===== src/design/vhhc_pkg.sv =====
package vhhc_pkg;

    // Command codes carried in the cmd field of an input beat.
    localparam logic [2:0] CMD_OPEN  = 3'd0;
    localparam logic [2:0] CMD_CLOSE = 3'd1;
    localparam logic [2:0] CMD_SET   = 3'd2;
    localparam logic [2:0] CMD_TICK  = 3'd3;
    localparam logic [2:0] CMD_READ  = 3'd4;

    // Configuration register indexes.
    localparam int CFG_INDEX_W = 2;
    localparam int CFG_DATA_W  = 16;
    localparam logic [CFG_INDEX_W-1:0] REG_HIT_TIME  = 2'd0;
    localparam logic [CFG_INDEX_W-1:0] REG_HIT_DUTY  = 2'd1;
    localparam logic [CFG_INDEX_W-1:0] REG_HOLD_DUTY = 2'd2;

    // Register reset values.
    localparam logic [15:0] HIT_TIME_RST  = 16'd500;
    localparam logic [6:0]  HIT_DUTY_RST  = 7'd100;
    localparam logic [6:0]  HOLD_DUTY_RST = 7'd50;

    // Results per tick are capped at this count.
    localparam int MAX_RESULTS = 16;

    typedef struct packed {
        logic [2:0]  cmd;
        logic        gang;
        logic [2:0]  valve;
        logic [31:0] now_ms;
    } in_item_t;

    typedef struct packed {
        logic [3:0] channel;
        logic [6:0] duty;
        logic       last;
    } out_item_t;

endpackage


===== src/design/vhhc_ram.sv =====
module vhhc_ram #(
    parameter int WIDTH = 39,
    parameter int DEPTH = 16
) (
    input  logic                                     clk,
    input  logic                                     we,
    input  logic [((DEPTH > 1) ? $clog2(DEPTH) : 1)-1:0] waddr,
    input  logic [WIDTH-1:0]                         wdata,
    input  logic [((DEPTH > 1) ? $clog2(DEPTH) : 1)-1:0] raddr,
    output logic [WIDTH-1:0]                         rdata
);

    logic [WIDTH-1:0] mem [DEPTH];

    always_ff @(posedge clk)
    begin
        if (we)
        begin
            mem[waddr] <= wdata;
        end
        rdata <= mem[raddr];
    end

endmodule


===== src/design/valve_hit_hold_controller_core.sv =====
// Peak-and-hold controller for ganged solenoid valves.
//
// Commands arrive on the item port and are taken at a rising edge where start is
// high and busy is low. Open valve and close gang finish at that edge and never
// raise busy. Open set keeps busy high while it writes one opened valve per
// gang. A read keeps busy high for one cycle; its single result beat is shown
// in the next cycle.
//
// A tick walks the channel memory once, moving expired valves from hit to hold
// duty. If anything changed since the last report it then walks the first
// min(channels, 16) channels again and emits one beat per channel on consecutive
// cycles; the final one, marked by last, comes in the cycle after busy falls.
// The memory returns one word per cycle on its single read port.
//
// Results are shown for exactly one cycle with result_strobe; the receiver cannot
// stall them. Configuration beats are always ready; the user must send them only
// while idle, as the block does not enforce it. Reset marks every channel closed
// (duty 0, no open time) through per-entry valid bits, clears the report flag and
// restores the register defaults; no clearing pass.
module valve_hit_hold_controller_core #(
    parameter int GANGS           = 2,
    parameter int VALVES_PER_GANG = 8
) (
    input  logic                                clk,
    input  logic                                rst_n,
    input  logic                                start,
    output logic                                busy,
    input  vhhc_pkg::in_item_t                  item,
    input  logic                                cfg_valid,
    output logic                                cfg_ready,
    input  logic [vhhc_pkg::CFG_INDEX_W-1:0]    cfg_index,
    input  logic [vhhc_pkg::CFG_DATA_W-1:0]     cfg_data,
    output logic                                result_strobe,
    output vhhc_pkg::out_item_t                 result
);

    localparam int NUM_CH = GANGS * VALVES_PER_GANG;
    localparam int AW     = (NUM_CH > 1) ? $clog2(NUM_CH) : 1;
    localparam int GW     = (GANGS > 1) ? $clog2(GANGS) : 1;
    localparam int NOUT   = (NUM_CH < vhhc_pkg::MAX_RESULTS) ? NUM_CH : vhhc_pkg::MAX_RESULTS;
    // The gang field is one bit and the valve field three bits wide.
    localparam int CH_MAX = VALVES_PER_GANG + 7;
    localparam int CHW    = $clog2(CH_MAX + 1);

    // One memory word holds a channel's duty and the time it was opened.
    typedef struct packed {
        logic [6:0]  duty;
        logic [31:0] open_time;
    } entry_t;

    localparam int EW = $bits(entry_t);

    typedef enum logic [4:0] {
        S_IDLE  = 5'b00001,
        S_OPEN  = 5'b00010,
        S_SCAN  = 5'b00100,
        S_EMIT  = 5'b01000,
        S_DRAIN = 5'b10000
    } state_t;

    typedef enum logic [1:0] {
        K_SCAN = 2'd0,
        K_EMIT = 2'd1,
        K_READ = 2'd2
    } kind_t;

    // Tracks a memory read whose data returns in the following cycle.
    typedef struct packed {
        logic          vld;
        kind_t         kind;
        logic [AW-1:0] addr;
        logic [3:0]    chan;
        logic          ok;
        logic          last;
    } pipe_t;

    state_t              state_reg, state_next;
    logic [GW-1:0]       gcnt_reg, gcnt_next;
    logic [AW-1:0]       ptr_reg, ptr_next;
    logic                pending_reg, pending_next;
    logic [NUM_CH-1:0]   valid_reg, valid_next;
    logic [15:0]         hit_time_reg, hit_time_next;
    logic [6:0]          hit_duty_reg, hit_duty_next;
    logic [6:0]          hold_duty_reg, hold_duty_next;
    pipe_t               pipe_reg, pipe_next;
    logic                result_strobe_reg, result_strobe_next;
    vhhc_pkg::out_item_t result_reg, result_next;
    logic [2:0]          valve_reg, valve_next;
    logic [31:0]         now_reg, now_next;

    logic                mem_we;
    logic [AW-1:0]       mem_waddr;
    entry_t              mem_wdata;
    logic [AW-1:0]       mem_raddr;
    logic [EW-1:0]       mem_rdata;
    entry_t              rd_entry;

    logic                accept;
    logic                gang_ok;
    logic                valve_ok;
    logic [CHW-1:0]      chan_calc;
    logic [AW-1:0]       item_addr;
    logic [AW-1:0]       set_addr;
    logic                hit;

    vhhc_ram #(
        .WIDTH (EW),
        .DEPTH (NUM_CH)
    ) u_ram (
        .clk   (clk),
        .we    (mem_we),
        .waddr (mem_waddr),
        .wdata (mem_wdata),
        .raddr (mem_raddr),
        .rdata (mem_rdata)
    );

    assign rd_entry  = entry_t'(mem_rdata);
    assign accept    = start && (state_reg == S_IDLE);
    assign gang_ok   = int'(item.gang) < GANGS;
    assign valve_ok  = int'(item.valve) < VALVES_PER_GANG;
    assign chan_calc = CHW'(item.gang) * CHW'(VALVES_PER_GANG) + CHW'(item.valve);
    assign item_addr = AW'(chan_calc);
    assign set_addr  = AW'(int'(gcnt_reg) * VALVES_PER_GANG + int'(valve_reg));

    // A valve at hit duty with a nonzero open time whose elapsed time has reached
    // the hit time drops to hold duty.
    assign hit = pipe_reg.vld && (pipe_reg.kind == K_SCAN) && pipe_reg.ok &&
                 (rd_entry.open_time != 32'd0) &&
                 ((now_reg - rd_entry.open_time) >= {16'd0, hit_time_reg}) &&
                 (rd_entry.duty == hit_duty_reg);

    always_comb
    begin
        state_next         = state_reg;
        gcnt_next          = gcnt_reg;
        ptr_next           = ptr_reg;
        pending_next       = pending_reg;
        valid_next         = valid_reg;
        hit_time_next      = hit_time_reg;
        hit_duty_next      = hit_duty_reg;
        hold_duty_next     = hold_duty_reg;
        pipe_next          = '0;
        result_strobe_next = 1'b0;
        result_next        = result_reg;
        valve_next         = valve_reg;
        now_next           = now_reg;
        mem_we             = 1'b0;
        mem_waddr          = '0;
        mem_wdata          = '0;
        mem_raddr          = '0;

        if (cfg_valid && cfg_ready)
        begin
            unique case (cfg_index)
                vhhc_pkg::REG_HIT_TIME:  hit_time_next  = cfg_data;
                vhhc_pkg::REG_HIT_DUTY:  hit_duty_next  = cfg_data[6:0];
                vhhc_pkg::REG_HOLD_DUTY: hold_duty_next = cfg_data[6:0];
                default: ;
            endcase
        end

        // Data returning from the memory: write back expired valves during the
        // scan, or turn the word into a result beat for reports and reads.
        if (hit)
        begin
            mem_we       = 1'b1;
            mem_waddr    = pipe_reg.addr;
            mem_wdata    = '{duty: hold_duty_reg, open_time: rd_entry.open_time};
            pending_next = 1'b1;
        end
        if (pipe_reg.vld && (pipe_reg.kind != K_SCAN))
        begin
            result_strobe_next  = 1'b1;
            result_next.channel = pipe_reg.chan;
            result_next.duty    = pipe_reg.ok ? rd_entry.duty : 7'd0;
            result_next.last    = pipe_reg.last;
        end

        unique case (state_reg)
            S_IDLE:
            begin
                if (accept)
                begin
                    unique case (item.cmd)
                        vhhc_pkg::CMD_OPEN:
                        begin
                            if (gang_ok && valve_ok)
                            begin
                                for (int j = 0; j < NUM_CH; j++)
                                begin
                                    if ((j / VALVES_PER_GANG) == int'(item.gang))
                                    begin
                                        valid_next[j] = 1'b0;
                                    end
                                end
                                valid_next[item_addr] = 1'b1;
                                mem_we       = 1'b1;
                                mem_waddr    = item_addr;
                                mem_wdata    = '{duty: hit_duty_reg, open_time: item.now_ms};
                                pending_next = 1'b1;
                            end
                        end
                        vhhc_pkg::CMD_CLOSE:
                        begin
                            if (gang_ok)
                            begin
                                for (int j = 0; j < NUM_CH; j++)
                                begin
                                    if ((j / VALVES_PER_GANG) == int'(item.gang))
                                    begin
                                        valid_next[j] = 1'b0;
                                    end
                                end
                                pending_next = 1'b1;
                            end
                        end
                        vhhc_pkg::CMD_SET:
                        begin
                            if (valve_ok)
                            begin
                                // Every gang is closed, then one valve per gang
                                // is written over the following cycles.
                                valid_next   = '0;
                                pending_next = 1'b1;
                                valve_next   = item.valve;
                                now_next     = item.now_ms;
                                gcnt_next    = '0;
                                state_next   = S_OPEN;
                            end
                        end
                        vhhc_pkg::CMD_TICK:
                        begin
                            now_next   = item.now_ms;
                            ptr_next   = '0;
                            state_next = S_SCAN;
                        end
                        vhhc_pkg::CMD_READ:
                        begin
                            mem_raddr      = item_addr;
                            pipe_next.vld  = 1'b1;
                            pipe_next.kind = K_READ;
                            pipe_next.addr = item_addr;
                            pipe_next.chan = 4'(chan_calc);
                            pipe_next.ok   = gang_ok && valve_ok && valid_reg[item_addr];
                            pipe_next.last = 1'b1;
                            state_next     = S_DRAIN;
                        end
                        default: ;
                    endcase
                end
            end
            S_OPEN:
            begin
                mem_we               = 1'b1;
                mem_waddr            = set_addr;
                mem_wdata            = '{duty: hit_duty_reg, open_time: now_reg};
                valid_next[set_addr] = 1'b1;
                if (gcnt_reg == GW'(GANGS - 1))
                begin
                    state_next = S_IDLE;
                end
                else
                begin
                    gcnt_next = gcnt_reg + 1'b1;
                end
            end
            S_SCAN:
            begin
                mem_raddr      = ptr_reg;
                pipe_next.vld  = 1'b1;
                pipe_next.kind = K_SCAN;
                pipe_next.addr = ptr_reg;
                pipe_next.chan = 4'(ptr_reg);
                pipe_next.ok   = valid_reg[ptr_reg];
                pipe_next.last = 1'b0;
                if (ptr_reg == AW'(NUM_CH - 1))
                begin
                    ptr_next   = '0;
                    state_next = S_DRAIN;
                end
                else
                begin
                    ptr_next = ptr_reg + 1'b1;
                end
            end
            S_EMIT:
            begin
                mem_raddr      = ptr_reg;
                pipe_next.vld  = 1'b1;
                pipe_next.kind = K_EMIT;
                pipe_next.addr = ptr_reg;
                pipe_next.chan = 4'(ptr_reg);
                pipe_next.ok   = valid_reg[ptr_reg];
                pipe_next.last = (ptr_reg == AW'(NOUT - 1));
                if (ptr_reg == AW'(NOUT - 1))
                begin
                    ptr_next   = '0;
                    state_next = S_DRAIN;
                end
                else
                begin
                    ptr_next = ptr_reg + 1'b1;
                end
            end
            S_DRAIN:
            begin
                // The last word of a scan is checked here; the report pass runs
                // only if something changed, and it consumes the pending flag.
                if ((pipe_reg.kind == K_SCAN) && (pending_reg || hit))
                begin
                    pending_next = 1'b0;
                    ptr_next     = '0;
                    state_next   = S_EMIT;
                end
                else
                begin
                    state_next = S_IDLE;
                end
            end
            default:
            begin
                state_next = S_IDLE;
            end
        endcase
    end

    always_ff @(posedge clk or negedge rst_n)
    begin
        if (!rst_n)
        begin
            state_reg         <= S_IDLE;
            gcnt_reg          <= '0;
            ptr_reg           <= '0;
            pending_reg       <= 1'b0;
            valid_reg         <= '0;
            hit_time_reg      <= vhhc_pkg::HIT_TIME_RST;
            hit_duty_reg      <= vhhc_pkg::HIT_DUTY_RST;
            hold_duty_reg     <= vhhc_pkg::HOLD_DUTY_RST;
            pipe_reg          <= '0;
            result_strobe_reg <= 1'b0;
        end
        else
        begin
            state_reg         <= state_next;
            gcnt_reg          <= gcnt_next;
            ptr_reg           <= ptr_next;
            pending_reg       <= pending_next;
            valid_reg         <= valid_next;
            hit_time_reg      <= hit_time_next;
            hit_duty_reg      <= hit_duty_next;
            hold_duty_reg     <= hold_duty_next;
            pipe_reg          <= pipe_next;
            result_strobe_reg <= result_strobe_next;
        end
    end

    always_ff @(posedge clk)
    begin
        result_reg <= result_next;
        valve_reg  <= valve_next;
        now_reg    <= now_next;
    end

    assign busy          = (state_reg != S_IDLE);
    assign cfg_ready     = 1'b1;
    assign result_strobe = result_strobe_reg;
    assign result        = result_reg;

endmodule


===== config.mk =====
export PLATFORM = sky130hd
export DESIGN_NAME = valve_hit_hold_controller_core
export DESIGN_NICKNAME = d
export VERILOG_FILES = /design/src/design/vhhc_pkg.sv /design/src/design/vhhc_ram.sv /design/src/design/valve_hit_hold_controller_core.sv
export SDC_FILE = /design/constraint.sdc
export NUM_CORES = 1
export LEC_CHECK = 0
export BUFFER_PORTS_ARGS = -buffer_cell sky130_fd_sc_hd__buf_2
export CORE_ASPECT_RATIO = 0.5
export CORE_MARGIN = 10
export CORE_UTILIZATION = 61
export CTS_CLUSTER_SIZE = 12
export DETAILED_ROUTE_END_ITERATION = 6
export HOLD_SLACK_MARGIN = 0.02
export PLACE_DENSITY_LB_ADDON = 0.25
export SLEW_MARGIN = 15
export SYNTH_ARGS = -nofsm -noshare
export SYNTH_HDL_FRONTEND = slang
export SYNTH_SLANG_ARGS = --single-unit

===== constraint.sdc =====
create_clock -name clk -period 9.65 [get_ports clk]
set_input_delay 1.4475 -clock clk [delete_from_list [all_inputs] [get_ports clk]]
set_output_delay 1.4475 -clock clk [all_outputs]
set_load 0.05 [all_outputs]

==> key figures <==
Outcome
  • Outcome: finished clean

Power
  • Pleak: 0.0136 uW
  • Pwr dens: 222 mW/mm^2
  • Worst vdd ir: 0.000150 V

Finish
  • Fillers: 3731
  • Register area: 0.0226 sq mm
  • Commonest non-fill, non-tap cells in the layout: nand2_1, edfxtp_1, nand3_1
  • Footprint of the multi-input gates: 0.00970 sq mm
  • Most common cell after layout, fill and taps aside: nand2_1
  • Area grow syn2layout: 9.83%
  • Max reg flops: 624
  • Util after Layout: 67.8%
  • Ratio of cells with drive above 1 in the final layout: 9.70%
  • Final Net Count: 2894
  • Non-Filler Instances: 3539

CTS
  • Post-cts sizing count: 0
  • Deepest clock path buffer count: 3
  • Clock Tree Root: clkbuf_16
  • Clock latency at the later pin of the worst-skew pair: 0.64 ns
  • H-tree Lvls: 3
  • Post-CTS Hold Fix Bufs: 0
  • Post-CTS setup buffers: 0
  • CTS Buf Count: 75
  • Clock transition at path regs: 0.06 ns
  • CTS tree: yes
  • Clk sinks: 777

Timing
  • Setup TNS: 0 ns
  • Relative slew slack: 15.4%
  • Fmax: 0.149 GHz
  • Fin crit period: 6.73 ns
  • Worst-Margin Slew: 1.27 ns
  • Setup Viol. Count Final: 0
  • Fin crit share: 69.7%
  • Pins Over Slew Limit: 0
  • Clk_skew: 0.0327 ns
  • Final Hold Viols: 0
  • Final setup margin: 2.92 ns
  • RSZ-0062 raised after global routing: no

Global route
  • First-pass GRT wire length: 133000 um
  • Vias in the first global route: 22000
  • Largest net degree at the start of global routing: 157
  • Global route overflow: 0
  • Total GRT Usage: 26.9%
  • Initial antenna violation count: 2

Place
  • Placed wire-length estimate: 52100 um
  • GPL Wtd Cong: 0.933
  • IO Port Bufs: 74
  • Placed cells: 3418
  • DP Worst Slack: 3.11 ns

Critical path
  • Crit-path cells: ha_1, a21oi_1, nor2_1, o41ai_4, o211ai_1, a21o_1, a21oi_1, xnor2_1, ha_1, nand4_1, nand2b_1, nor3_1, a221oi_1, nand4b_1, nor4_1, nand4_1, o41ai_4, nor2_4, a222oi_1, inv_1
  • CP endpoint kind: flip-flop
  • Setup CP Type: flip-flop to flip-flop
  • CP arrival: 6.93 ns
  • Slowest CP cell: a222oi_1
  • Crit path largest cell delay: 1.06 ns
  • CP bufs+invs: 1
  • CP Data Required Time: 9.85 ns
  • Setup crit start kind: flip-flop
  • Crit Path Max Fanout: 41
  • CP top delay family: compound AO/OA/AOI/OAI gates

Routing
  • Via count: 23100
  • WL/cell: 25.1 um
  • Antenna Nets Post-Route: 0
  • DRT Pass-1 Iters: 6
  • Wirelength, routed: 88700 um
  • DRT iter0 DRCs: 3386
  • DR DRC count: 0
  • Vias per cell: 6.52

Synthesis
  • Most used DFF post-synth: edfxtp_1
  • Post-synthesis instance total: 2758
  • Mapped Area: 0.0332 sq mm
  • Seq cells post-synth: 777
  • Post-synthesis cell type count: 82
  • Post-synth EDFFs: 671
  • Warning count from the yosys run: 0
  • Avg Cell Area, Syn: 12.0 sq um
  • Ys async rst share: 8.62%
  • Seq/Total Area, Yosys: 68.2%
  • Mapped Nets: 2868

Min path
  • Hold Crit Class: flip-flop to flip-flop

Job
  • Maxcap violations: 0

Floorplanning
  • Num rows: 60
  • Die H: 185 um
  • Starting Density: 61.7%
  • # IOs: 76
  • Die width: 350 um
  • CORE AREA: 0.0538 sq mm
  • Die ar.: 0.0647 sq mm
## logic make-up (layout without fill, tap and decap cells)
kind of cell	count (synthesis)	after routing	share of synthesized area, %
AND/OR/NAND/NOR	1246	1246	16.5
flip-flops	777	777	68.2
AO/OA/AOI/OAI	368	368	8.32
buffers and inverters	261	328	3.06
adder cells (fa/ha/maj)	49	49	1.87
XOR/XNOR	28	28	0.739
multiplexers	28	28	1.28
other	1	2	0.0113
## routing by layer
layer	wire, um	global-route usage [%]
met5	0	0
met3	11800	8.07
met1	36200	38.6
met4	1800	7.13
met2	38800	39.8
## per-stage QoR
step | instance area, sq um | hold slack (ns) | power, uW
final | 36400 | 0.470 | 8080
after global routing | 36400 | 0.471 | 8370
after CTS | 36400 | 0.463 | 8060
after detailed placement | 34300 | 0.436 | 5400
after global placement | 34300 | 0.452 | 5380
after floorplan | 33200 | 0.401 | 4950
## synthesized netlist by cell type, drive strengths merged, types with 6 or more instances
library cell	count	area (sq um)
nor2	66	250
nor4	12	75.1
a22oi	15	113
mux4	10	225
and3	45	282
nand2	702	2640
clkbuf	146	548
a222oi	32	320
o21ai	54	270
a21oi	47	239
o31ai	6	45.0
nand4	17	106
buf	19	108
ha	48	601
o211ai	10	80.1
nand2b	11	68.8
a21o	13	97.6
and2	13	81.3
a22o	10	87.6
mux2	15	169
dfstp	13	342
dfrtp	54	1350
edfxtp	671	20100
a31oi	44	275
nor2b	12	75.1
a32oi	8	70.1
xnor2	22	193
xor2	6	52.6
dfxtp	39	781
nand3	329	1650
nor3	16	80.1
a311oi	79	692
a211oi	6	45.0
inv	96	360
## report_power, final
group	switching, uW	internal, uW	leakage (uW)
Sequential	133	3910	0.00765
Combinational	899	436	0.00491
Clock	1230	1470	0.00103
Total	2260	5820	0.0136
## final timing paths
check                       startpoint                to  slack, ns  cells after the start
setup / recovery            now_reg[6]   u_ram.mem[9][5]       2.92                     20
hold / removal             pipe_reg[0]         result[0]       0.47                      0
setup reg to reg            now_reg[6]   u_ram.mem[9][5]       2.92                     20
hold reg to reg            pipe_reg[0]         result[0]       0.47                      0
max in group asynchronous        rst_n  hold_duty_reg[3]       8.03                      2
min in group asynchronous        rst_n      state_reg[4]       1.01                      2
## area by class of cell
type                    count  share of cell area, %
clock inverters             6                  0.340
repair buffers            114                   1.87
clock buffers             112                   5.62
well taps                 713                   2.45
inverters                  96                   1.02
diodes                      1                0.00687
multi-input cells        1720                   26.6
flip-flops and latches    777                   62.1
No activity file was read; power rests on OpenSTA's default activity.
